--- src/design/efrc_pkg.sv ---
// Types, constants and the byte-wide CRC function of the frame receive checker.
package efrc_pkg;

    localparam logic [31:0] CRC_POLY      = 32'hEDB88320;
    localparam logic [31:0] CRC_INIT      = 32'hFFFFFFFF;
    localparam logic [47:0] STATION_RESET = 48'h3DE12D6FE934;
    localparam logic [10:0] MIN_FRAME     = 11'd18;
    localparam logic [10:0] LEN_MAX       = 11'd2047;
    localparam logic [10:0] FCS_BYTES     = 11'd4;
    localparam logic [10:0] DA_END        = 11'd6;
    localparam logic [10:0] SA_END        = 11'd12;
    localparam logic [10:0] TYPE_END      = 11'd14;

    typedef struct packed {
        logic [7:0] frame_byte;
        logic       last_byte;
    } t_item;

    typedef struct packed {
        logic [15:0] ether_type;
        logic [47:0] source_address;
        logic [10:0] frame_length;
        logic        too_short;
        logic        dest_match;
        logic        fcs_ok;
    } t_report;

    function automatic logic [31:0] crc_byte(input logic [31:0] crc, input logic [7:0] b);
        logic [31:0] c;
        c = crc ^ {24'd0, b};
        for (int k = 0; k < 8; k++) begin
            c = (c >> 1) ^ (CRC_POLY & {32{c[0]}});
        end
        return c;
    endfunction

endpackage

--- src/design/efrc_parser.sv ---
// Per-frame state of the checker: CRC, byte count, address compare and captures.
module efrc_parser
    import efrc_pkg::*;
(
    input  logic        i_clk,
    input  logic        i_rst_n,
    input  logic        i_fire,
    input  t_item       i_item,
    input  logic [47:0] i_station,
    output t_report     o_report
);

    logic [31:0] r_crc;
    logic [10:0] r_count;
    logic [31:0] r_tail;
    logic        r_dest;
    logic [47:0] r_src;
    logic [15:0] r_type;

    logic [31:0] n_crc;
    logic [10:0] n_count;
    logic [31:0] n_tail;
    logic        n_dest;
    logic [47:0] n_src;
    logic [15:0] n_type;
    logic [7:0]  want;
    logic [31:0] fcs;
    logic        short_frame;

    always_comb begin
        case (r_count[2:0])
            3'd0:    want = i_station[47:40];
            3'd1:    want = i_station[39:32];
            3'd2:    want = i_station[31:24];
            3'd3:    want = i_station[23:16];
            3'd4:    want = i_station[15:8];
            3'd5:    want = i_station[7:0];
            default: want = 8'h00;
        endcase

        n_crc  = (r_count >= FCS_BYTES) ? crc_byte(r_crc, r_tail[31:24]) : r_crc;
        n_tail = {r_tail[23:0], i_item.frame_byte};
        n_dest = r_dest;
        n_src  = r_src;
        n_type = r_type;
        if (r_count < DA_END) begin
            if (want != i_item.frame_byte) begin
                n_dest = 1'b0;
            end
        end else if (r_count < SA_END) begin
            n_src = {r_src[39:0], i_item.frame_byte};
        end else if (r_count < TYPE_END) begin
            n_type = {r_type[7:0], i_item.frame_byte};
        end
        n_count = (r_count < LEN_MAX) ? r_count + 11'd1 : LEN_MAX;

        fcs         = {n_tail[7:0], n_tail[15:8], n_tail[23:16], n_tail[31:24]};
        short_frame = n_count < MIN_FRAME;

        o_report.fcs_ok         = !short_frame && (~n_crc == fcs);
        o_report.dest_match     = !short_frame && n_dest;
        o_report.too_short      = short_frame;
        o_report.frame_length   = n_count;
        o_report.source_address = short_frame ? 48'd0 : n_src;
        o_report.ether_type     = short_frame ? 16'd0 : n_type;
    end

    always_ff @(posedge i_clk) begin
        if (!i_rst_n || (i_fire && i_item.last_byte)) begin
            r_crc   <= CRC_INIT;
            r_count <= 11'd0;
            r_tail  <= 32'd0;
            r_dest  <= 1'b1;
            r_src   <= 48'd0;
            r_type  <= 16'd0;
        end else if (i_fire) begin
            r_crc   <= n_crc;
            r_count <= n_count;
            r_tail  <= n_tail;
            r_dest  <= n_dest;
            r_src   <= n_src;
            r_type  <= n_type;
        end
    end

endmodule

--- config.mk ---
export PLATFORM = sky130hd
export DESIGN_NAME = efrc_parser
export DESIGN_NICKNAME = d
export VERILOG_FILES = /design/src/design/efrc_pkg.sv /design/src/design/efrc_parser.sv
export SDC_FILE = /design/constraint.sdc
export NUM_CORES = 1
export LEC_CHECK = 0
export BUFFER_PORTS_ARGS = -buffer_cell sky130_fd_sc_hd__clkbuf_2
export CORE_UTILIZATION = 30
export DETAILED_ROUTE_END_ITERATION = 10
export PLACE_DENSITY = 0.52
export SYNTH_ARGS = -nofsm -noshare
export SYNTH_HDL_FRONTEND = slang
export SYNTH_SLANG_ARGS = --single-unit
--- constraint.sdc ---
create_clock -name i_clk -period 3.43 [get_ports i_clk]
set_input_delay 0.343 -clock i_clk [delete_from_list [all_inputs] [get_ports i_clk]]
set_output_delay 0.343 -clock i_clk [all_outputs]
set_load 0.03 [all_outputs]
==> results.py <==
metrics = {
    "finish": {
        "postLayoutCellArea_sq_um": 10900,
        "syn_to_final_growth_pct": 28.4,
        "nets": 1311,
        "multi_input_area_sq_um": 5630,
        "nFillCells": 2874,
        "final-seq-area_sq_um": 2820,
        "diodes": 0,
        "drive_gt1_share_pct": 23.4,
    },
    "hold_path": {
        "holdPathEnd": "r_type[7]",
        "hold_start": "i_item[8]",
        "whs_path_depth": 3,
        "hp-class": "in -> reg",
    },
    "outcome": {
        "violations": "negative setup slack",
        "outcome": "complete, but fails checks",
    },
    "clocking": {
        "htreeDepth": 4,
        "cts-buffers-inserted": 17,
        "clockRootBuffer": "clkbuf_16",
        "cts_tree": "built",
        "path_clk_slew_ns": 0.06,
        "clk_latency_ns": 0.42,
        "clock_sinks": 140,
        "clock_path_buffers": 2,
    },
    "floorplanning": {
        "die-area_sq_um": 29100,
        "die_w_um": 171,
        "die_y_um": 171,
        "start_util_pct": 30.6,
        "coreArea_sq_um": 27900,
        "num_rows": 61,
        "pin_count": 138,
    },
    "sta": {
        "period_minus_slack_ns": 3.44,
        "skew_ns": 0.0122,
        "fin_tns_setup_ns": -0.00877,
        "worstMarginPinSlew_ns": 0.656,
        "slew_headroom_pct": 56.3,
        "setup_viol": 1,
        "fin_hold_ws_ns": 0.366,
        "final-hold-violation-count": 0,
        "post-route-period-util_pct": 100,
        "timing.fmax_ghz": 0.291,
        "finalWorstSetupSlack_ns": -0.00877,
        "drv_slew": 0,
        "rsz0062_at_grt": "yes",
    },
    "critical_path": {
        "worstPathRequired_ns": 3.09,
        "cp-end-kind": "primary output",
        "r2r-end": "r_dest",
        "cp_top_family": "XOR/XNOR gates",
        "worst_r2r_startpoint": "r_count[0]",
        "worst_ep_arrival_time_ns": 3.10,
        "crit_path_max_incr_delay_ns": 0.46,
        "crit_top_cell": "xnor2_4",
        "critPathKind": "reg -> out",
        "critPathBufInv": 2,
        "startpoint_type": "flip-flop",
        "r2r_slack_ns": 0.86,
        "slowest_stage": "dfxtp_1",
        "path_max_fanout": 8,
        "rr_worst_depth": 11,
        "cp_cell_sequence": "xnor2_4, buf_12, xnor2_4, xnor2_1, xnor3_1, or4_1, a21oi_1, o21ai_0, nor4_4, clkbuf_8",
    },
    "synthesis": {
        "synth_xor_area_share_pct": 15.2,
        "synth_cells": 1121,
        "ys_seq_elements": 140,
        "yosysSeqAreaShare_pct": 32.9,
        "async_flop_share_pct": 0,
        "synthesis.area_sq_um": 8530,
        "synth-compound-area-share_pct": 17.4,
        "synthAdderAreaFrac_pct": 0.734,
        "synth_ff_type": "dfxtp_1",
        "synth.largest_area_cell": "dfxtp_1",
        "syn_nets": 1186,
        "synth_edf_count": 0,
        "yosys-top-cells-area": "dfxtp_1 (33%), nand2_1 (13%), a21oi_1 (9.0%)",
        "syn_avg_cell_area_sq_um": 7.61,
        "yosys.area_share.simple_pct": 22.3,
        "synth_top_family_by_area": "simple AND/OR/NAND/NOR gates",
        "synth.distinct_cells": 55,
        "synth_warnings": 0,
        "yosys-top-cells-count": "nand2_1 (302), a21oi_1 (153), dfxtp_1 (140)",
        "synth_top_area_share_pct": 32.9,
        "yosysMostFrequentCell": "nand2_1",
        "synthMuxAreaShare_pct": 6.81,
    },
    "placed_design": {
        "placed_cell_area_sq_um": 9760,
        "gp_congestion": 0.869,
        "post-dp-hpwl_mm": 18.5,
        "dp_slack_ns": 0.0194,
        "portBuffers": 137,
    },
    "drt": {
        "drt_iter0_drc": 705,
        "route.vias.total": 8263,
        "drt_wl_total_mm": 27.3,
        "vias_per_cell": 5.05,
        "drt_pass1_iterations": 5,
        "wl_per_cell_um": 16.7,
        "post-route-drc-count": 0,
        "final_antenna_net_count": 0,
    },
    "power": {
        "power_density_nw_per_um2": 461,
        "p_switching_uw": 1640,
        "combPwrFrac_pct": 26.8,
        "p_sw_share_pct": 32.4,
        "clock_power_share_pct": 38.6,
        "p_leak_uw": 0.00428,
        "pwr-share-seq_pct": 34.6,
        "ir_drop_uv": 346,
        "internal_power_uw": 3410,
    },
    "global_routing": {
        "grt_pass1_wl_mm": 42.1,
        "track_usage_pct": 18.5,
        "gr-total-overflow": 0,
        "grt_max_degree": 66,
        "antenna_found_initial": 0,
        "grt_pass1_vias": 7533,
    },
    "run": {
        "maxCapViolCount": 0,
    },
}
-- metal layers --
metal	up-vias	part of all wire (%)	GRT usage [%]	wire length [um]
met2	253	46	29.6	12400
met1	3900	48	25.8	13100
met5	-	0	0	0
met4	0	1.5	4.31	406
met3	21	5.1	3.15	1390
li1	4089	-	-	-
-- what timing repair did --
action                     4_1_cts  5_1_grt
setup endpoints to repair       67       55
pin swaps                       14        5
resized for setup               47       20
hold buffers                     0        0
cloned                           2        1
setup buffers                   13        2
-- sequential cells by signal (all words and copies together) (netlist names) --
register	count
r_src	48
r_dest	1
r_count	11
r_tail	32
r_crc	32
r_type	16
-- cells by family (layout without fill, tap and decap cells) --
| logic type | after synthesis | after routing |
|---|---|---|
| DFF | 140 | 140 |
| xor gates and xnor gates | 114 | 114 |
| adders and majority gates | 5 | 5 |
| buffers and inverters | 102 | 240 |
| muxes | 57 | 57 |
| and+or+nand+nor | 454 | 454 |
| AOI/OAI and AO/OA | 249 | 249 |
-- worst register-to-register path: cells and delay by family, from the launching register on --
kind	cells	cell delay [ns]
DFF	1	0.36
AOI/OAI and AO/OA	6	1.08
and+or+nand+nor	2	0.61
adders and majority gates	1	0.22
buffers and inverters	2	0.21
-- how the worst max path moves through the flow --
stage / startpoint / to / slack, ns / depth (start not counted)
2_1_floorplan: r_count[2] / o_report[1] / 0.004 / 13
3_3_place_gp: r_crc[5] / o_report[0] / 0.05 / 9
3_5_place_dp: r_crc[5] / o_report[0] / 0.02 / 9
4_1_cts: r_crc[3] / o_report[0] / -0.06 / 9
5_1_grt: r_crc[3] / o_report[0] / -0.23 / 9
6_report: r_crc[6] / o_report[0] / -0.009 / 10
-- final cells by class --
cell class	count	area share, %
multi-input combinational	879	51.4
sequential	140	25.8
timing repair buffer	196	12.4
tap	378	4.32
clock buffer	17	3.89
clock inverter	15	1.76
inverter	12	0.412
-- power groups by stage --
| stage | combinational, uW | sequential, uW | clock (uW) |
|---|---|---|---|
| after floorplan | 884 | 1750 | 0 |
| after global placement | 1210 | 1770 | 0 |
| after detailed placement | 1210 | 1770 | 0 |
| after CTS | 1330 | 1740 | 1990 |
| after global routing | 1460 | 1750 | 2060 |
| final | 1350 | 1740 | 1950 |
-- metrics by stage --
step,power [uW],util [%],cells
floorplan,2640,-,1121
global placement,2980,35.1,1587
detailed placement,2980,35.1,1587
CTS,5070,38.9,1634
global route,5270,39.3,1637
finish,5040,39.3,1637
-- cell usage in the layout, fill, tap and decap left out, drive strengths merged, types with 6 or more instances in the layout --
cell type  instances
a31oi              8
mux2               8
nor4               8
xor2              25
a21oi            153
mux2i             49
o21ai             22
nor4b              6
nand4              7
o211ai            21
nor2              74
inv               23
buf               58
nand3             16
dfxtp            140
clkbuf           154
a311oi             8
nor3              11
xnor3             12
xnor2             74
nand2            302
nor2b              6
Power figures use the tool's default switching activity.
